**src/hw/rtl/bpcl_pkg.sv**
```systemverilog
// Shared widths, register index codes and the percent curve for the
// battery presence and charger latch block. No dependencies.
`timescale 1ns / 1ps
`default_nettype none

package bpcl_pkg;

   localparam int MV_W      = 14;   // millivolt fields
   localparam int DROP_W    = 10;   // release drop and removal jump
   localparam int PCT_W     = 7;    // percent 0..100
   localparam int CSR_IDX_W = 3;
   localparam int PCT_PTS   = 8;    // points on the percent curve
   localparam int SEG_W     = 3;    // segment number 0..7
   localparam int SPAN_W    = 8;    // widest segment span is 220 mV
   localparam int COEF_W    = 14;
   localparam int COEF_SHIFT = 16;

   typedef enum logic [CSR_IDX_W-1:0] {
      CSR_MIN_PLAUSIBLE    = 3'd0,
      CSR_MAX_PLAUSIBLE    = 3'd1,
      CSR_TERMINATION      = 3'd2,
      CSR_RELEASE_DROP     = 3'd3,
      CSR_FLOAT            = 3'd4,
      CSR_FLOAT_TRANSITION = 3'd5,
      CSR_REMOVAL_JUMP     = 3'd6,
      CSR_REINSERT         = 3'd7
   } csr_index_type;

   // Reset values of the configuration registers
   localparam logic [MV_W-1:0]   MIN_PLAUSIBLE_RST    = 14'd2800;
   localparam logic [MV_W-1:0]   MAX_PLAUSIBLE_RST    = 14'd4500;
   localparam logic [MV_W-1:0]   TERMINATION_RST      = 14'd4100;
   localparam logic [DROP_W-1:0] RELEASE_DROP_RST     = 10'd50;
   localparam logic [MV_W-1:0]   FLOAT_RST            = 14'd4150;
   localparam logic [MV_W-1:0]   FLOAT_TRANSITION_RST = 14'd4180;
   localparam logic [DROP_W-1:0] REMOVAL_JUMP_RST     = 10'd35;
   localparam logic [MV_W-1:0]   REINSERT_RST         = 14'd4120;

   // Percent curve, mV breakpoints and percent at each point
   localparam logic [MV_W-1:0] PCT_MV [PCT_PTS] = '{
      14'd3300, 14'd3520, 14'd3640, 14'd3760,
      14'd3880, 14'd4000, 14'd4120, 14'd4200
   };
   localparam logic [PCT_W-1:0] PCT_VAL [PCT_PTS] = '{
      7'd0, 7'd10, 7'd25, 7'd45, 7'd65, 7'd82, 7'd96, 7'd100
   };
   localparam logic [PCT_W-1:0] PCT_FULL = 7'd100;

   // Slope of segment i (ending at point i), ceil(2^16 * dp / span).
   // Exact floor for any offset within the span since offset * error < 2^16.
   localparam logic [COEF_W-1:0] PCT_COEF [PCT_PTS] = '{
      14'd0,
      COEF_W'((10 * 65536 + 219) / 220),
      COEF_W'((15 * 65536 + 119) / 120),
      COEF_W'((20 * 65536 + 119) / 120),
      COEF_W'((20 * 65536 + 119) / 120),
      COEF_W'((17 * 65536 + 119) / 120),
      COEF_W'((14 * 65536 + 119) / 120),
      COEF_W'((4 * 65536 + 79) / 80)
   };

endpackage

`default_nettype wire

```
**src/hw/rtl/bpcl_percent.sv**
```systemverilog
// Piecewise-linear battery percent from millivolts, fraction truncated.
// Depends on bpcl_pkg for the curve and segment slopes.
`timescale 1ns / 1ps
`default_nettype none

module bpcl_percent (
   input  wire logic [bpcl_pkg::MV_W-1:0]  voltage_mv,
   output logic      [bpcl_pkg::PCT_W-1:0] percent
);

   logic [bpcl_pkg::SEG_W-1:0]                        seg;
   logic                                              found;
   logic                                              at_floor;
   logic [bpcl_pkg::MV_W-1:0]                         seg_lo;
   logic [bpcl_pkg::MV_W-1:0]                         offset_full;
   logic [bpcl_pkg::SPAN_W-1:0]                       offset;
   logic [bpcl_pkg::SPAN_W+bpcl_pkg::COEF_W-1:0]      product;
   logic [bpcl_pkg::SPAN_W+bpcl_pkg::COEF_W-bpcl_pkg::COEF_SHIFT-1:0] step;

   // first breakpoint at or above the voltage; lowest index wins
   always_comb begin
      seg   = '0;
      found = 1'b0;
      for (int i = bpcl_pkg::PCT_PTS - 1; i >= 1; i--) begin
         if (voltage_mv <= bpcl_pkg::PCT_MV[i]) begin
            seg   = bpcl_pkg::SEG_W'(i);
            found = 1'b1;
         end
      end
   end

   assign at_floor    = voltage_mv <= bpcl_pkg::PCT_MV[0];
   assign seg_lo      = bpcl_pkg::PCT_MV[seg - bpcl_pkg::SEG_W'(1)];
   assign offset_full = voltage_mv - seg_lo;
   assign offset      = offset_full[bpcl_pkg::SPAN_W-1:0];
   assign product     = (bpcl_pkg::SPAN_W + bpcl_pkg::COEF_W)'(offset)
                      * (bpcl_pkg::SPAN_W + bpcl_pkg::COEF_W)'(bpcl_pkg::PCT_COEF[seg]);
   assign step        = product[bpcl_pkg::SPAN_W+bpcl_pkg::COEF_W-1:bpcl_pkg::COEF_SHIFT];

   always_comb begin
      if (at_floor) begin
         percent = '0;
      end else if (found) begin
         percent = bpcl_pkg::PCT_VAL[seg - bpcl_pkg::SEG_W'(1)]
                 + bpcl_pkg::PCT_W'(step);
      end else begin
         percent = bpcl_pkg::PCT_FULL;
      end
   end

endmodule

`default_nettype wire

```
**src/hw/rtl/battery_presence_and_charger_latch.sv**
```systemverilog
// Top level: battery presence and charger power latch with percent readout.
// Depends on bpcl_pkg and bpcl_percent.
//
//   Channel  | Ports                                      | Direction
//   ---------+--------------------------------------------+----------
//   req      | req_valid/req_stall, voltage, pin, host    | in
//   rsp      | rsp_valid/rsp_stall, cell/power flags, pct | out
//   csr      | csr_valid/csr_ready, csr_index, csr_wdata  | in (write)
//
// One sample per cycle sustained while rsp is not stalled. A sample is
// captured in the input register at the req transfer; once the result
// register is free, the latch update and percent lookup land in it and rsp_valid rises.
// Synchronous active-high reset clears latches, history and both valids and
// loads the register defaults. csr_ready is always high.
// req_stall rises only when both the input and result registers are full
// and rsp is stalled.
`timescale 1ns / 1ps
`default_nettype none

module battery_presence_and_charger_latch (
   input  wire logic                          clock,
   input  wire logic                          reset,
   // sample input
   input  wire logic                          req_valid,
   output logic                               req_stall,
   input  wire logic [bpcl_pkg::MV_W-1:0]     req_voltage_mv,
   input  wire logic                          req_charge_pin,
   input  wire logic                          req_usb_host,
   // result output
   output logic                               rsp_valid,
   input  wire logic                          rsp_stall,
   output logic                               rsp_cell_fitted,
   output logic                               rsp_ext_power,
   output logic                               rsp_charging,
   output logic [bpcl_pkg::PCT_W-1:0]         rsp_percent,
   // register writes
   input  wire logic                          csr_valid,
   output logic                               csr_ready,
   input  wire logic [bpcl_pkg::CSR_IDX_W-1:0] csr_index,
   input  wire logic [bpcl_pkg::MV_W-1:0]     csr_wdata
);

   localparam int MV_W   = bpcl_pkg::MV_W;
   localparam int DROP_W = bpcl_pkg::DROP_W;
   localparam int PCT_W  = bpcl_pkg::PCT_W;

   // ---------------------------------------------------------------------
   // Configuration registers
   // ---------------------------------------------------------------------
   logic [MV_W-1:0]   min_plausible_ff, max_plausible_ff, termination_ff;
   logic [MV_W-1:0]   float_ff, float_transition_ff, reinsert_ff;
   logic [DROP_W-1:0] release_drop_ff, removal_jump_ff;
   bpcl_pkg::csr_index_type csr_sel;

   assign csr_ready = 1'b1;
   assign csr_sel   = bpcl_pkg::csr_index_type'(csr_index);

   always_ff @(posedge clock) begin
      if (reset) begin
         min_plausible_ff    <= bpcl_pkg::MIN_PLAUSIBLE_RST;
         max_plausible_ff    <= bpcl_pkg::MAX_PLAUSIBLE_RST;
         termination_ff      <= bpcl_pkg::TERMINATION_RST;
         release_drop_ff     <= bpcl_pkg::RELEASE_DROP_RST;
         float_ff            <= bpcl_pkg::FLOAT_RST;
         float_transition_ff <= bpcl_pkg::FLOAT_TRANSITION_RST;
         removal_jump_ff     <= bpcl_pkg::REMOVAL_JUMP_RST;
         reinsert_ff         <= bpcl_pkg::REINSERT_RST;
      end else if (csr_valid && csr_ready) begin
         case (csr_sel)
            bpcl_pkg::CSR_MIN_PLAUSIBLE:    min_plausible_ff    <= csr_wdata;
            bpcl_pkg::CSR_MAX_PLAUSIBLE:    max_plausible_ff    <= csr_wdata;
            bpcl_pkg::CSR_TERMINATION:      termination_ff      <= csr_wdata;
            bpcl_pkg::CSR_RELEASE_DROP:     release_drop_ff     <= csr_wdata[DROP_W-1:0];
            bpcl_pkg::CSR_FLOAT:            float_ff            <= csr_wdata;
            bpcl_pkg::CSR_FLOAT_TRANSITION: float_transition_ff <= csr_wdata;
            bpcl_pkg::CSR_REMOVAL_JUMP:     removal_jump_ff     <= csr_wdata[DROP_W-1:0];
            bpcl_pkg::CSR_REINSERT:         reinsert_ff         <= csr_wdata;
            default: ;
         endcase
      end
   end

   // ---------------------------------------------------------------------
   // Flow control: input register then result register
   // ---------------------------------------------------------------------
   logic            s1_valid_ff, s1_valid_in;
   logic [MV_W-1:0] s1_mv_ff;
   logic            s1_pin_ff, s1_host_ff;
   logic            rsp_valid_ff, rsp_valid_in;
   logic            out_free;   // result register can take a new sample
   logic            advance;    // input register moves into result register
   logic            take;       // req transfer

   assign out_free  = !rsp_valid_ff || !rsp_stall;
   assign advance   = s1_valid_ff && out_free;
   assign req_stall = s1_valid_ff && !out_free;
   assign take      = req_valid && !req_stall;

   always_comb begin
      if (take) begin
         s1_valid_in = 1'b1;
      end else if (advance) begin
         s1_valid_in = 1'b0;
      end else begin
         s1_valid_in = s1_valid_ff;
      end
      if (out_free) begin
         rsp_valid_in = s1_valid_ff;
      end else begin
         rsp_valid_in = rsp_valid_ff;
      end
   end

   always_ff @(posedge clock) begin
      if (reset) begin
         s1_valid_ff  <= 1'b0;
         rsp_valid_ff <= 1'b0;
      end else begin
         s1_valid_ff  <= s1_valid_in;
         rsp_valid_ff <= rsp_valid_in;
      end
   end

   always_ff @(posedge clock) begin
      if (take) begin
         s1_mv_ff   <= req_voltage_mv;
         s1_pin_ff  <= req_charge_pin;
         s1_host_ff <= req_usb_host;
      end
   end

   // ---------------------------------------------------------------------
   // Presence and charger latch state
   // ---------------------------------------------------------------------
   logic            absent_latch_ff, absent_latch_in;
   logic            charger_latch_ff, charger_latch_in;
   logic [MV_W-1:0] reference_mv_ff, reference_mv_in;
   logic            seen_sample_ff;
   logic [MV_W-1:0] last_mv_ff;
   logic            last_pin_ff, last_battery_ff, last_usb_ff;

   logic            plausible, just_connected, start_at_float, jumped;
   logic            battery, usb;
   logic [MV_W:0]   jump_level;    // last sample plus removal step
   logic [MV_W:0]   release_level; // this sample plus release drop
   logic [MV_W-1:0] peak_mv;
   logic [PCT_W-1:0] curve_pct;

   assign plausible = (s1_mv_ff >= min_plausible_ff) && (s1_mv_ff <= max_plausible_ff);

   // external power first seen on this sample: skip the removal tests
   assign just_connected = seen_sample_ff && !last_usb_ff && (s1_host_ff || s1_pin_ff);

   // charge starts right at float level: empty holder, charger output only
   assign start_at_float = seen_sample_ff && last_battery_ff && !just_connected
                         && !last_pin_ff && s1_pin_ff
                         && (s1_mv_ff >= float_transition_ff);

   assign jump_level = {1'b0, last_mv_ff} + (MV_W+1)'(removal_jump_ff);
   assign jumped     = seen_sample_ff && last_battery_ff && s1_pin_ff && !just_connected
                     && (s1_mv_ff >= float_ff)
                     && ({1'b0, s1_mv_ff} >= jump_level);

   always_comb begin
      absent_latch_in = absent_latch_ff;
      if (!plausible || start_at_float || jumped) begin
         absent_latch_in = 1'b1;
      end else if (absent_latch_ff) begin
         // cleared by a reading that looks like a real cell again
         if ((s1_mv_ff < reinsert_ff) || (!s1_pin_ff && (s1_mv_ff < float_transition_ff))) begin
            absent_latch_in = 1'b0;
         end
      end
   end

   assign battery = plausible && !absent_latch_in;

   assign peak_mv       = (s1_mv_ff > reference_mv_ff) ? s1_mv_ff : reference_mv_ff;
   assign release_level = {1'b0, s1_mv_ff} + (MV_W+1)'(release_drop_ff);

   // Charger latch: track the peak while the pin is active; once the peak
   // reaches termination, keep reporting power after the pin drops until
   // the voltage sags or leaves the plausible window.
   always_comb begin
      charger_latch_in = charger_latch_ff;
      reference_mv_in  = reference_mv_ff;
      if (s1_pin_ff) begin
         reference_mv_in  = peak_mv;
         charger_latch_in = peak_mv >= termination_ff;
      end else if (charger_latch_ff) begin
         if (!plausible || (s1_mv_ff < termination_ff)
             || (release_level <= {1'b0, reference_mv_ff})) begin
            charger_latch_in = 1'b0;
            reference_mv_in  = '0;
         end
      end else begin
         reference_mv_in = '0;
      end
   end

   assign usb = s1_host_ff || s1_pin_ff || charger_latch_in;

   bpcl_percent u_percent (
      .voltage_mv (s1_mv_ff),
      .percent    (curve_pct)
   );

   always_ff @(posedge clock) begin
      if (reset) begin
         absent_latch_ff  <= 1'b0;
         charger_latch_ff <= 1'b0;
         reference_mv_ff  <= '0;
         seen_sample_ff   <= 1'b0;
         last_mv_ff       <= '0;
         last_pin_ff      <= 1'b0;
         last_battery_ff  <= 1'b0;
         last_usb_ff      <= 1'b0;
      end else if (advance) begin
         absent_latch_ff  <= absent_latch_in;
         charger_latch_ff <= charger_latch_in;
         reference_mv_ff  <= reference_mv_in;
         seen_sample_ff   <= 1'b1;
         last_mv_ff       <= s1_mv_ff;
         last_pin_ff      <= s1_pin_ff;
         last_battery_ff  <= battery;
         last_usb_ff      <= usb;
      end
   end

   // ---------------------------------------------------------------------
   // Result register
   // ---------------------------------------------------------------------
   logic             rsp_battery_ff, rsp_usb_ff, rsp_charging_ff;
   logic [PCT_W-1:0] rsp_percent_ff;

   always_ff @(posedge clock) begin
      if (advance) begin
         rsp_battery_ff  <= battery;
         rsp_usb_ff      <= usb;
         rsp_charging_ff <= usb && battery;
         rsp_percent_ff  <= battery ? curve_pct : '0;
      end
   end

   assign rsp_valid       = rsp_valid_ff;
   assign rsp_cell_fitted = rsp_battery_ff;
   assign rsp_ext_power   = rsp_usb_ff;
   assign rsp_charging    = rsp_charging_ff;
   assign rsp_percent     = rsp_percent_ff;

   // ---------------------------------------------------------------------
   // Assertions
   // ---------------------------------------------------------------------
   a_no_pct_without_battery: assert property (@(posedge clock) disable iff (reset)
      rsp_valid_ff && !rsp_battery_ff |-> rsp_percent_ff == '0)
      else $error("percent reported with battery absent");

   a_pct_in_range: assert property (@(posedge clock) disable iff (reset)
      rsp_valid_ff |-> rsp_percent_ff <= bpcl_pkg::PCT_FULL)
      else $error("percent above full scale");

   a_reference_owner: assert property (@(posedge clock) disable iff (reset)
      reference_mv_ff != '0 |-> (last_pin_ff || charger_latch_ff))
      else $error("peak reference held without pin or charger latch");

   a_stall_only_when_full: assert property (@(posedge clock) disable iff (reset)
      req_stall |-> (s1_valid_ff && rsp_valid_ff && rsp_stall))
      else $error("input stalled with room in the pipeline");

endmodule

`default_nettype wire

```
**config.mk**
```make
export PLATFORM = sky130hd
export DESIGN_NAME = battery_presence_and_charger_latch
export DESIGN_NICKNAME = d
export VERILOG_FILES = /design/src/hw/rtl/bpcl_pkg.sv /design/src/hw/rtl/bpcl_percent.sv /design/src/hw/rtl/battery_presence_and_charger_latch.sv
export SDC_FILE = /design/constraint.sdc
export NUM_CORES = 1
export LEC_CHECK = 0
export BUFFER_PORTS_ARGS = -buffer_cell sky130_fd_sc_hd__buf_4
export CAP_MARGIN = 40
export CELL_PAD_IN_SITES_DETAIL_PLACEMENT = 1
export CELL_PAD_IN_SITES_GLOBAL_PLACEMENT = 1
export CORE_ASPECT_RATIO = 1.25
export CORE_UTILIZATION = 52
export CTS_CLUSTER_SIZE = 25
export DETAILED_ROUTE_END_ITERATION = 10
export GPL_ROUTABILITY_DRIVEN = 1
export PLACE_DENSITY_LB_ADDON = 0.1
export SYNTH_ARGS = -nofsm -noshare
export SYNTH_HDL_FRONTEND = slang
export SYNTH_SLANG_ARGS = --single-unit
```
**constraint.sdc**
```tcl
create_clock -name clock -period 20.3 [get_ports clock]
set_input_delay 1.015 -clock clock [delete_from_list [all_inputs] [get_ports clock]]
set_output_delay 1.015 -clock clock [all_outputs]
set_load 0.05 [all_outputs]
```
==> Flow_metrics.wiki, run 1 <==
{| class="wikitable"
! Metric !! Value
|-
| Maximum clock frequency || 90.01 MHz
|-
| Syn Inst Count || 1731
|-
| Largest stage delay on the critical path || 0.71 ns
|-
| Routed wire length on met3 || 1.237 mm
|-
| Final critical-path required period || 11.11 ns
|-
| Fill count || 3326
|-
| Top-area cell type share of the netlist area || 0.1987
|-
| Worst-case headroom to the max-slew limit || 0.4474
|-
| Startpoint class of the critical path || flip-flop
|-
| Highest metal used || met4
|-
| Die Height || 186.2 um
|-
| Half-perimeter wire length of the detailed placement result || 33.53 mm
|-
| Worst setup startpoint || s1_mv_ff[13]
|-
| Count of pins over their slew limit || 0
|-
| Worst setup path endpoint || rsp_percent[6]
|-
| VDD IR-drop max || 59.36 uV
|-
| Count of hold-fix buffers inserted at cts || 0
|-
| Antenna violations before repair || 0
|-
| Fraction of the yosys area taken by sequential cells || 0.2540
|-
| Number of top-level pins || 51
|-
| Clk slew on worst S/H paths || 0.07 ns
|-
| Wire per inst || 20.93 um
|-
| Full die area || 27800 um2
|-
| Via count of the first global-routing pass || 13330
|-
| Sum of routed wire length over all layers || 44.31 mm
|-
| Endpoint required time on the critical path || 20.50 ns
|-
| Synth Warn # || 0
|-
| Most prevalent standard cell on the critical path || sky130_fd_sc_hd__inv_1
|-
| Overflow left after global routing || 0
|-
| Total leakage power || 6.847 nW
|-
| Footprint of the flip-flops and latches || 3583 um2
|-
| First-pass GRT wire length || 69.50 mm
|-
| Post-route clock skew || 0.01045 ns
|-
| Global router's overall resource usage || 0.3284
|-
| Final period utilization || 0.5473
|-
| Layout area overhead || 9.428%
|-
| Master of the slowest instance on the critical path || sky130_fd_sc_hd__edfxtp_1
|-
| Last weighted congestion value of the routability-driven placer || 0.9111
|-
| Starting utilization of the core area || 0.5275
|-
| Post-route cell area || 15440 um2
|-
| Seq cells post-synth || 166
|-
| Total chip power || 1.187 mW
|-
| Clock tree from TritonCTS || yes
|-
| Sink Count || 166
|-
| EDFF count, synth || 26
|-
| Total cell area at the placement stage || 14840 um2
|-
| Met1 routed wirelength after detailed routing || 17.61 mm
|-
| Count of final hold-check violations || 0
|-
| Setup-failing EPs final || 0
|-
| Setup repair after global routing missed its margin || no
|-
| Clk Latency, worst-skew pair || 0.44 ns
|-
| Placeable core region || 26740 um2
|-
| Count of standard-cell rows || 67
|-
| Highest fanout seen on the critical path || 17
|-
| Worst Tran Pin Value || 0.8289 ns
|-
| Worst reg-to-reg path cell count || 44
|-
| Post-Route Setup TNS || 0 ns
|-
| Final Net Count || 2079
|-
| Number of nets in the synthesized netlist || 2051
|-
| Total via count after detailed routing || 12417
|-
| Worst-case clock buffer depth || 2
|-
| Primary FF master, synth || sky130_fd_sc_hd__dfxtp_1
|-
| Diodes inserted || 0
|-
| H-Tree Level Count || 4
|-
| Type of the worst setup path || flip-flop to flip-flop
|-
| Antenna violation net count after detailed routing || 0
|-
| Area of combinational cells with multiple inputs || 9428 um2
|-
| Total instance count after detailed placement || 2084
|-
| IO buf count || 49
|-
| Synth Cell Area || 14110 um2
|-
| Cell types with the largest area share after synthesis || sky130_fd_sc_hd__dfxtp_1, sky130_fd_sc_hd__ha_1, sky130_fd_sc_hd__fa_1
|-
| Met2 Wirelength || 23.50 mm
|-
| Class of the worst hold path || flip-flop to flip-flop
|-
| Cell taking the most area after synthesis || sky130_fd_sc_hd__dfxtp_1
|-
| Length of the first detailed-routing pass in iterations || 4
|-
| Average cell area after synthesis || 8.150 um2
|-
| CTS resizes || 0
|-
| Worst flop-to-flop path endpoint || rsp_percent[6]
|-
| Power density cells || 76.91 nW/um2
|-
| Run status || complete, no violations
|-
| DRC viols || 0
|-
| Width of the die || 149.3 um
|-
| Maximum number of pins on one net before global-route repair || 66
|-
| Number of different library cells in the post-synthesis netlist || 75
|-
| Non-filler cells, final || 2117
|-
| Fraction of final layout cells sized beyond drive strength 1 || 0.07506
|-
| Max-cap violation count || 0
|-
| Buffer type at the clock tree root || sky130_fd_sc_hd__clkbuf_16
|-
| Reg-to-Reg Start || s1_mv_ff[13]
|-
| Buffer count from post-CTS setup fixing || 0
|-
| Worst EP arrival || 11.31 ns
|-
| Post-DR vias/cell || 5.865
|-
| Starting DRT DRC Count || 526
|-
| Async SR Flop Fraction || 0
|-
| CTS Buf Count || 17
|-
| R2R Setup Slk || 9.19 ns
|-
| CP Capture Type || flip-flop
|}
==> where the power goes <==
part,switching [mW],internal (mW)
sequential,0.00845,0.346
combinational,0.302,0.195
clock,0.152,0.185
total,0.462,0.725
==> worst min path at each step <==
| stage | endpoint | depth (start not counted) | slack (ns) | start |
|---|---|---|---|---|
| 6_report | reinsert_ff[6] | 2 | 0.46 | reinsert_ff[6] |
| 5_1_grt | removal_jump_ff[7] | 2 | 0.47 | removal_jump_ff[7] |
| 4_1_cts | termination_ff[9] | 2 | 0.46 | termination_ff[9] |
| 3_5_place_dp | termination_ff[9] | 2 | 0.45 | termination_ff[9] |
| 3_3_place_gp | float_ff[13] | 2 | 0.44 | float_ff[13] |
| 2_1_floorplan | float_ff[10] | 2 | 0.44 | float_ff[10] |
==> cells by family after synthesis <==
| group | share of synthesized area |
|---|---|
| simple gates | 0.1847 |
| compound gates | 0.1698 |
| buf+inv | 0.07840 |
| fa+ha+maj | 0.2890 |
| flops | 0.2540 |
| xor+xnor | 0.02226 |
| mux | 0.001508 |
| other cells | 0.0002658 |
==> placed cells by master, fill, tap and decap left out, types with 20 or more instances in the layout <==
master                     count
sky130_fd_sc_hd__edfxtp_1     26
sky130_fd_sc_hd__buf_4        73
sky130_fd_sc_hd__inv_1       221
sky130_fd_sc_hd__o21ai_0      72
sky130_fd_sc_hd__nand4_1      25
sky130_fd_sc_hd__nand2b_1     22
sky130_fd_sc_hd__ha_1        209
sky130_fd_sc_hd__a21oi_1     137
sky130_fd_sc_hd__o211ai_1     30
sky130_fd_sc_hd__xnor2_1      20
sky130_fd_sc_hd__dfxtp_1     140
sky130_fd_sc_hd__fa_1         73
sky130_fd_sc_hd__a21o_1       43
sky130_fd_sc_hd__nor2_1       96
sky130_fd_sc_hd__nand2_1     304
sky130_fd_sc_hd__nand3_1      36
==> critical path: cells and delay by family (launching register included) <==
family	cells	cell delay (ns)
compound gates	10	2.28
xor+xnor	4	0.85
fa+ha+maj	8	3.44
buf+inv	5	0.28
flops	1	0.71
simple gates	17	3.29
==> Yosys cell counts, types with 6 or more instances <==
master                      number
sky130_fd_sc_hd__o211ai_1       30
sky130_fd_sc_hd__edfxtp_1       26
sky130_fd_sc_hd__a21oi_1       137
sky130_fd_sc_hd__o2bb2ai_1      14
sky130_fd_sc_hd__a31oi_1         7
sky130_fd_sc_hd__o21ai_0        72
sky130_fd_sc_hd__nor2b_1        18
sky130_fd_sc_hd__or2_2           9
sky130_fd_sc_hd__inv_1         221
sky130_fd_sc_hd__clkbuf_1       52
sky130_fd_sc_hd__xnor2_1        20
sky130_fd_sc_hd__a211oi_1       13
sky130_fd_sc_hd__nor2_1         96
sky130_fd_sc_hd__xor2_1         14
sky130_fd_sc_hd__or4_1           8
sky130_fd_sc_hd__nand3_1        36
sky130_fd_sc_hd__or3_1           6
sky130_fd_sc_hd__nor3_1         17
sky130_fd_sc_hd__and3_1         12
sky130_fd_sc_hd__clkbuf_2       10
sky130_fd_sc_hd__nand2b_1       22
sky130_fd_sc_hd__o21a_1         14
sky130_fd_sc_hd__a2111oi_0       8
sky130_fd_sc_hd__ha_1          209
sky130_fd_sc_hd__nand4_1        25
sky130_fd_sc_hd__fa_1           73
sky130_fd_sc_hd__nand2_1       304
sky130_fd_sc_hd__a21o_1         43
sky130_fd_sc_hd__dfxtp_1       140
==> per-stage QoR <==
| stage | hold slack, ns | utilization | setup WS (ns) |
|---|---|---|---|
| floorplan | 0.4363 | - | 10.43 |
| global placement | 0.4415 | 0.5531 | 9.578 |
| detailed placement | 0.4468 | 0.5548 | 9.187 |
| CTS | 0.4563 | 0.5771 | 9.171 |
| global route | 0.4721 | 0.5773 | 8.486 |
| finish | 0.4552 | 0.5773 | 9.190 |
==> registers in the layout, summed over array words and instances, names as in the netlist, 7 cells and up <==
name,cells
reference_mv_ff,14
reinsert_ff,14
release_drop_ff,10
float_ff,14
max_plausible_ff,14
float_transition_ff,14
removal_jump_ff,10
termination_ff,14
min_plausible_ff,14
last_mv_ff,14
s1_mv_ff,14
rsp_percent,7
==> area by class of cell <==
type                    count  share of cell area
well taps                 345             0.02796
clock buffers              17             0.02756
repair buffers             76             0.03688
multi-input cells        1277              0.6107
flip-flops and latches    166              0.2321
clock inverters            15             0.01102
inverters                 221             0.05374
==> layer usage <==
metal,vias up,GRT usage
met4,0,0.1641
met2,238,0.6270
li1,5922,-
met3,97,0.03585
met1,6160,0.3561
met5,-,0
(Power assumes the default switching activity.)
==> inputs of run 2 (changes only) <==
--- a/config.mk
+++ b/config.mk
@@ -10,7 +10,7 @@
 export CELL_PAD_IN_SITES_DETAIL_PLACEMENT = 1
 export CELL_PAD_IN_SITES_GLOBAL_PLACEMENT = 1
 export CORE_ASPECT_RATIO = 1.25
-export CORE_UTILIZATION = 52
+export CORE_UTILIZATION = 44
 export CTS_CLUSTER_SIZE = 25
 export DETAILED_ROUTE_END_ITERATION = 10
 export GPL_ROUTABILITY_DRIVEN = 1
==> constraint.sdc (replaced) <==
create_clock -name clock -period 9.9 [get_ports clock]
set_input_delay 0.495 -clock clock [delete_from_list [all_inputs] [get_ports clock]]
set_output_delay 0.495 -clock clock [all_outputs]
set_load 0.05 [all_outputs]
==> run 2 against run 1 <==
  * Routed wire length rose by 1.2%
  * Die area rose by 18%
  * Hold slack got worse by 0.24 ns
  * Fmax rose by 16%
  * Largest cell class unchanged
  * Via count fell by 0.65%
  * Clock skew barely moved
  * Highest routed layer unchanged
  * Sequential cell count did not move
  * Non-clock buffer count rose by 39
  * Combinational power rose by 140%
==> Flow_metrics.wiki, run 2 (synthesis results as in run 1) <==
{| class="wikitable"
! Metric !! Value
|-
| IO buf count || 49 (unchanged)
|-
| Worst setup startpoint || s1_mv_ff[13] (unchanged)
|-
| Fill count || 3758 (was 3326)
|-
| H-Tree Level Count || 4 (unchanged)
|-
| Type of the worst setup path || flip-flop to flip-flop (unchanged)
|-
| Min Hold Slack || 0.2158 ns (was 0.4552 ns)
|-
| Maximum clock frequency || 104.2 MHz (was 90.01 MHz)
|-
| DRC viols || 0 (unchanged)
|-
| Master of the slowest instance on the critical path || sky130_fd_sc_hd__fa_1 (was sky130_fd_sc_hd__edfxtp_1)
|-
| CTS Buf Count || 17 (unchanged)
|-
| Post-DR vias/cell || 5.559 (was 5.865)
|-
| Number of top-level pins || 51 (unchanged)
|-
| Total instance count after detailed placement || 2171 (was 2084)
|-
| Footprint of the flip-flops and latches || 3583 um2 (unchanged)
|-
| Last weighted congestion value of the routability-driven placer || 0.9394 (was 0.9111)
|-
| Leading cell type in the layout, fill and taps excluded || sky130_fd_sc_hd__nand2_1 (unchanged)
|-
| Worst Tran Pin Value || 0.8546 ns (was 0.8289 ns)
|-
| Placeable core region || 31260 um2 (was 26740 um2)
|-
| Die Height || 202.2 um (was 186.2 um)
|-
| Setup-failing EPs final || 0 (unchanged)
|-
| Post-route clock skew || 0.01080 ns (was 0.01045 ns)
|-
| Maximum number of pins on one net before global-route repair || 62 (was 66)
|-
| Starting DRT DRC Count || 486 (was 526)
|-
| CP Capture Type || flip-flop (unchanged)
|-
| Largest stage delay on the critical path || 0.53 ns (was 0.71 ns)
|-
| Worst EP arrival || 9.81 ns (was 11.31 ns)
|-
| Final period utilization || 0.9694 (was 0.5473)
|-
| Worst reg-to-reg path cell count || 46 (was 44)
|-
| Area of combinational cells with multiple inputs || 9638 um2 (was 9428 um2)
|-
| Count of standard-cell rows || 72 (was 67)
|-
| Width of the die || 162.2 um (was 149.3 um)
|-
| Full die area || 32790 um2 (was 27800 um2)
|-
| VDD IR-drop max || 149.8 uV (was 59.36 uV)
|-
| First-pass GRT wire length || 70.71 mm (was 69.50 mm)
|-
| Post-route cell area || 16020 um2 (was 15440 um2)
|-
| Startpoint class of the critical path || flip-flop (unchanged)
|-
| Antenna violations before repair || 0 (unchanged)
|-
| Final setup margin || 0.3032 ns (was 9.190 ns)
|-
| Worst-case headroom to the max-slew limit || 0.4289 (was 0.4474)
|-
| Overflow left after global routing || 0 (unchanged)
|-
| Endpoint required time on the critical path || 10.11 ns (was 20.50 ns)
|-
| Sink Count || 166 (unchanged)
|-
| Final critical-path required period || 9.597 ns (was 11.11 ns)
|-
| R2R Setup Slk || 0.30 ns (was 9.19 ns)
|-
| Length of the first detailed-routing pass in iterations || 5 (was 4)
|-
| Worst flop-to-flop path endpoint || rsp_percent[6] (unchanged)
|-
| Non-filler cells, final || 2219 (was 2117)
|-
| Buffer type at the clock tree root || sky130_fd_sc_hd__clkbuf_16 (unchanged)
|-
| Worst-case clock buffer depth || 2 (unchanged)
|-
| Global router's overall resource usage || 0.2829 (was 0.3284)
|-
| Clk Latency, worst-skew pair || 0.45 ns (was 0.44 ns)
|-
| Max-cap violation count || 0 (unchanged)
|-
| Wire per inst || 20.20 um (was 20.93 um)
|-
| Reg-to-Reg Start || s1_mv_ff[13] (unchanged)
|-
| Worst setup path endpoint || rsp_percent[6] (unchanged)
|-
| Power density cells || 160.7 nW/um2 (was 76.91 nW/um2)
|-
| Final Net Count || 2118 (was 2079)
|-
| Clock tree from TritonCTS || yes (unchanged)
|-
| Layout area overhead || 13.55% (was 9.428%)
|-
| Class of the worst hold path || primary input to flip-flop (was flip-flop to flip-flop)
|-
| Post-Route Setup TNS || 0 ns (unchanged)
|-
| Highest fanout seen on the critical path || 14 (was 17)
|-
| Total chip power || 2.574 mW (was 1.187 mW)
|-
| Clk slew on worst S/H paths || 0.07 ns (about the same)
|-
| Most prevalent standard cell on the critical path || sky130_fd_sc_hd__inv_1 (unchanged)
|-
| Half-perimeter wire length of the detailed placement result || 34.23 mm (was 33.53 mm)
|-
| Pre-CTS worst setup slack || -0.04817 ns (was 9.187 ns)
|-
| Starting utilization of the core area || 0.4513 (was 0.5275)
|-
| Fin util || 0.5124 (was 0.5773)
|-
| Total leakage power || 7.055 nW (was 6.847 nW)
|-
| Total via count after detailed routing || 12336 (was 12417)
|-
| Count of final hold-check violations || 0 (unchanged)
|-
| Most used cells in the layout excluding fill and tap cells || sky130_fd_sc_hd__nand2_1, sky130_fd_sc_hd__inv_1, sky130_fd_sc_hd__ha_1 (unchanged)
|-
| Sum of routed wire length over all layers || 44.83 mm (was 44.31 mm)
|-
| Fraction of final layout cells sized beyond drive strength 1 || 0.1154 (was 0.07506)
|-
| Via count of the first global-routing pass || 13127 (was 13330)
|-
| Total cell area at the placement stage || 15110 um2 (was 14840 um2)
|-
| Count of pins over their slew limit || 0 (unchanged)
|-
| Run status || complete, no violations (unchanged)
|-
| Count of hold-fix buffers inserted at cts || 0 (unchanged)
|-
| Antenna violation net count after detailed routing || 0 (unchanged)
|}
## run 2: critical path: cells and delay by family, from the launching register on
family	cells	cell delay, ns
simple gates	18	2.79
compound gates	8	1.39
buf+inv	8	0.85
flops	1	0.39
fa+ha+maj	8	3.20
xor+xnor	4	0.68
## run 2: per-layer routing
layer	GRT usage	vias to the layer above	part of all wire
met5	0	-	0
met4	0.1075	0	0.031
met3	0.02606	62	0.019
met2	0.5284	160	0.52
met1	0.3290	6126	0.43
li1	-	5988	-
## run 2: worst min path at each step
stage	startpoint	endpoint	cells past startpoint
detailed placement	float_ff[3]	float_ff[3]	2
finish	req_charge_pin	s1_pin_ff	1
floorplan	float_ff[10]	float_ff[10]	2
global placement	termination_ff[6]	termination_ff[6]	2
global route	req_charge_pin	s1_pin_ff	1
CTS	req_voltage_mv[9]	s1_mv_ff[9]	1
## run 2: final cells by class
type                    instances  area share
diodes                          1   0.0001562
multi-input cells            1277      0.6017
inverters                     221     0.05178
flip-flops and latches        166      0.2237
repair buffers                115     0.05467
clock inverters                14    0.008826
well taps                     407     0.03179
clock buffers                  18     0.02742
## run 2: power breakdown
part	internal (mW)	switching [mW]	leakage, nW
Sequential	0.709	0.0142	1.39
Clock	0.360	0.313	0.283
Combinational	0.491	0.687	5.39
Total	1.56	1.01	7.05
## run 2: what timing repair did
action / CTS / global route
resized for setup: 2 / 42
setup buffers: 3 / 12
gates cloned: 0 / 0
pin swaps: 2 / 19
setup endpoints to repair: 1 / 4
==> inputs of run 3 (changes only) <==
--- a/config.mk
+++ b/config.mk
@@ -15,6 +15,7 @@
 export DETAILED_ROUTE_END_ITERATION = 10
 export GPL_ROUTABILITY_DRIVEN = 1
 export PLACE_DENSITY_LB_ADDON = 0.1
+export RECOVER_POWER = 50
 export SYNTH_ARGS = -nofsm -noshare
 export SYNTH_HDL_FRONTEND = slang
 export SYNTH_SLANG_ARGS = --single-unit
==> run 3 against run 2 <==
  * The flow now finishes with violations (capacitance limit, slew limit)
  * Sequential share of layout area is essentially flat
  * Total power about the same
  * Sequential cell count is the same
  * Hold slack improved by 0.022 ns
  * Highest routed layer unchanged
==> Flow_metrics.wiki, run 3 (synthesis results as in run 1) <==
{| class="wikitable"
! Metric !! Value
|-
| Maximum number of pins on one net before global-route repair || 62 (unchanged)
|-
| Final setup margin || 0.3023 ns (was 0.3032 ns)
|-
| Power density cells || 160.9 nW/um2 (was 160.7 nW/um2)
|-
| Clk network pwr share || 0.262 (was 0.261)
|-
| Width of the die || 162.2 um (unchanged)
|-
| Power dissipated by switching net loads || 1.014 mW (about the same)
|-
| Top delay family on crit path || adder cells (unchanged)
|-
| Clock tree from TritonCTS || yes (unchanged)
|-
| Fill count || 3762 (was 3758)
|-
| Fraction of final layout cells sized beyond drive strength 1 || 0.1110 (was 0.1154)
|-
| Total via count after detailed routing || 12334 (was 12336)
|-
| Most used cells in the layout excluding fill and tap cells || sky130_fd_sc_hd__nand2_1, sky130_fd_sc_hd__inv_1, sky130_fd_sc_hd__ha_1 (unchanged)
|-
| Highest fanout seen on the critical path || 14 (unchanged)
|-
| Sink of the worst hold path || s1_pin_ff (unchanged)
|-
| Antenna violations before repair || 0 (unchanged)
|-
| Sum of routed wire length over all layers || 44.77 mm (was 44.83 mm)
|-
| Full die area || 32790 um2 (unchanged)
|-
| Starting DRT DRC Count || 534 (was 486)
|-
| Source of the worst hold timing path || req_charge_pin (unchanged)
|-
| Area of combinational cells with multiple inputs || 9638 um2 (unchanged)
|-
| Violated checks || capacitance limit, slew limit
|-
| Total leakage power || 7.023 nW (was 7.055 nW)
|-
| DRC viols || 0 (unchanged)
|-
| Count of final hold-check violations || 0 (unchanged)
|-
| Pre-CTS worst setup slack || -0.04817 ns (unchanged)
|-
| First-pass GRT wire length || 70.71 mm (unchanged)
|-
| Worst Tran Pin Value || 3.022 ns (was 0.8546 ns)
|-
| Post-DR vias/cell || 5.558 (was 5.559)
|-
| Half-perimeter wire length of the detailed placement result || 34.23 mm (unchanged)
|-
| Post-route cell area || 15990 um2 (was 16020 um2)
|-
| Count of standard-cell rows || 72 (unchanged)
|-
| IO buf count || 49 (unchanged)
|-
| Non-filler cells, final || 2219 (unchanged)
|-
| Worst flop-to-flop path endpoint || rsp_percent[6] (unchanged)
|-
| Last weighted congestion value of the routability-driven placer || 0.9394 (unchanged)
|-
| Share of total power in sequential cells || 0.281 (about the same)
|-
| Clk Latency, worst-skew pair || 0.45 ns (about the same)
|-
| Max-cap violation count || 3 (was 0)
|-
| CP Capture Type || flip-flop (unchanged)
|-
| Worst-case headroom to the max-slew limit || -1.015 (was 0.4289)
|-
| Via count of the first global-routing pass || 13127 (unchanged)
|-
| Overflow left after global routing || 0 (unchanged)
|-
| Class of the worst hold path || primary input to flip-flop (unchanged)
|-
| Most prevalent standard cell on the critical path || sky130_fd_sc_hd__inv_1 (unchanged)
|-
| Die Height || 202.2 um (unchanged)
|-
| Global router's overall resource usage || 0.2829 (unchanged)
|-
| Total cell area at the placement stage || 15110 um2 (unchanged)
|-
| Endpoint required time on the critical path || 10.11 ns (about the same)
|-
| Largest stage delay on the critical path || 0.53 ns (about the same)
|-
| Sink Count || 166 (unchanged)
|-
| Worst EP arrival || 9.81 ns (about the same)
|-
| Final period utilization || 0.9695 (was 0.9694)
|-
| Internal Power || 1.559 mW (was 1.560 mW)
|-
| Type of the worst setup path || flip-flop to flip-flop (unchanged)
|-
| Worst reg-to-reg path cell count || 46 (unchanged)
|-
| Buffer type at the clock tree root || sky130_fd_sc_hd__clkbuf_16 (unchanged)
|-
| Buf+Inv Stages, Crit Path || 8 (unchanged)
|-
| Length of the first detailed-routing pass in iterations || 4 (was 5)
|-
| Setup-failing EPs final || 0 (unchanged)
|-
| CTS Buf Count || 17 (unchanged)
|-
| Wire per inst || 20.17 um (was 20.20 um)
|-
| Starting utilization of the core area || 0.4513 (unchanged)
|-
| Total instance count after detailed placement || 2171 (unchanged)
|-
| Count of hold-fix buffers inserted at cts || 0 (unchanged)
|-
| Leading cell type in the layout, fill and taps excluded || sky130_fd_sc_hd__nand2_1 (unchanged)
|-
| Final Net Count || 2118 (unchanged)
|-
| Total chip power || 2.573 mW (was 2.574 mW)
|-
| Hold Path Cell Cnt || 1 (unchanged)
|-
| Power share of the combinational group || 0.457 (about the same)
|-
| Clk slew on worst S/H paths || 0.07 ns (about the same)
|-
| VDD IR-drop max || 151.1 uV (was 149.8 uV)
|-
| Worst-case clock buffer depth || 2 (unchanged)
|-
| Startpoint class of the critical path || flip-flop (unchanged)
|-
| Placeable core region || 31260 um2 (unchanged)
|-
| Footprint of the flip-flops and latches || 3583 um2 (unchanged)
|-
| Run status || finished with violations (was complete, no violations)
|-
| Count of pins over their slew limit || 145 (was 0)
|-
| H-Tree Level Count || 4 (unchanged)
|-
| Layout area overhead || 13.34% (was 13.55%)
|-
| Switch share || 0.3940 (was 0.3939)
|-
| Number of top-level pins || 51 (unchanged)
|-
| Master of the slowest instance on the critical path || sky130_fd_sc_hd__fa_1 (unchanged)
|-
| Antenna violation net count after detailed routing || 0 (unchanged)
|-
| Reg-to-Reg Start || s1_mv_ff[13] (unchanged)
|-
| Post-Route Setup TNS || 0 ns (unchanged)
|-
| Maximum clock frequency || 104.2 MHz (about the same)
|-
| Final critical-path required period || 9.598 ns (was 9.597 ns)
|-
| Post-route clock skew || 0.009426 ns (was 0.01080 ns)
|-
| R2R Setup Slk || 0.30 ns (about the same)
|}
==> run 3: cell types whose count changed in the layout (fill, tap and decap cells not counted) <==
cell / before / now
sky130_fd_sc_hd__clkbuf_1: 0 / 8
sky130_fd_sc_hd__clkbuf_4: 0 / 12
sky130_fd_sc_hd__buf_4: 111 / 91
==> run 3: what timing repair did <==
action | in CTS | in global routing
pin swaps | 2 | 19
endpoints found under the hold margin | 0 | 0
gates resized for setup | 2 | 42
setup buffers | 3 | 12
endpoints found under the setup margin | 1 | 4
==> run 3: metal layers <==
metal / GRT usage / share of wire
met5: 0 / 0
met4: 0.1075 / 0.031
met3: 0.02606 / 0.020
met2: 0.5284 / 0.52
met1: 0.3290 / 0.43
==> run 3: layout make-up <==
type                       count  share of cell area
multi-input combinational   1277              0.6028
sequential                   166              0.2241
timing repair buffer         115             0.05290
inverter                     221             0.05188
tap                          407             0.03185
clock buffer                  18             0.02747
clock inverter                14            0.008843
antenna                        1           0.0001565
==> run 3: power by group through the flow <==
stage / registers [mW] / logic [mW] / clock network, mW
6_report: 0.724 / 1.18 / 0.673
3_5_place_dp: 0.739 / 1.05 / 0
5_1_grt: 0.726 / 1.32 / 0.711
3_3_place_gp: 0.738 / 0.995 / 0
2_1_floorplan: 0.750 / 0.720 / 0
4_1_cts: 0.724 / 1.06 / 0.689
==> run 3: how the worst max path moves through the flow <==
stage | from | endpoint | cells after the start
2_1_floorplan | s1_mv_ff[13] | rsp_percent[6] | 46
3_3_place_gp | s1_mv_ff[13] | rsp_percent[6] | 45
3_5_place_dp | s1_mv_ff[13] | rsp_percent[6] | 45
4_1_cts | s1_mv_ff[13] | rsp_percent[6] | 45
5_1_grt | s1_mv_ff[13] | rsp_percent[6] | 46
6_report | s1_mv_ff[13] | rsp_percent[6] | 46
==> run 3: through the flow <==
step | hold slack, ns | util
after CTS | 0.1982 | 0.5029
after detailed placement | 0.4475 | 0.4832
after global placement | 0.4429 | 0.4819
final | 0.2379 | 0.5115
after global routing | 0.2271 | 0.5114
after floorplan | 0.4363 | -
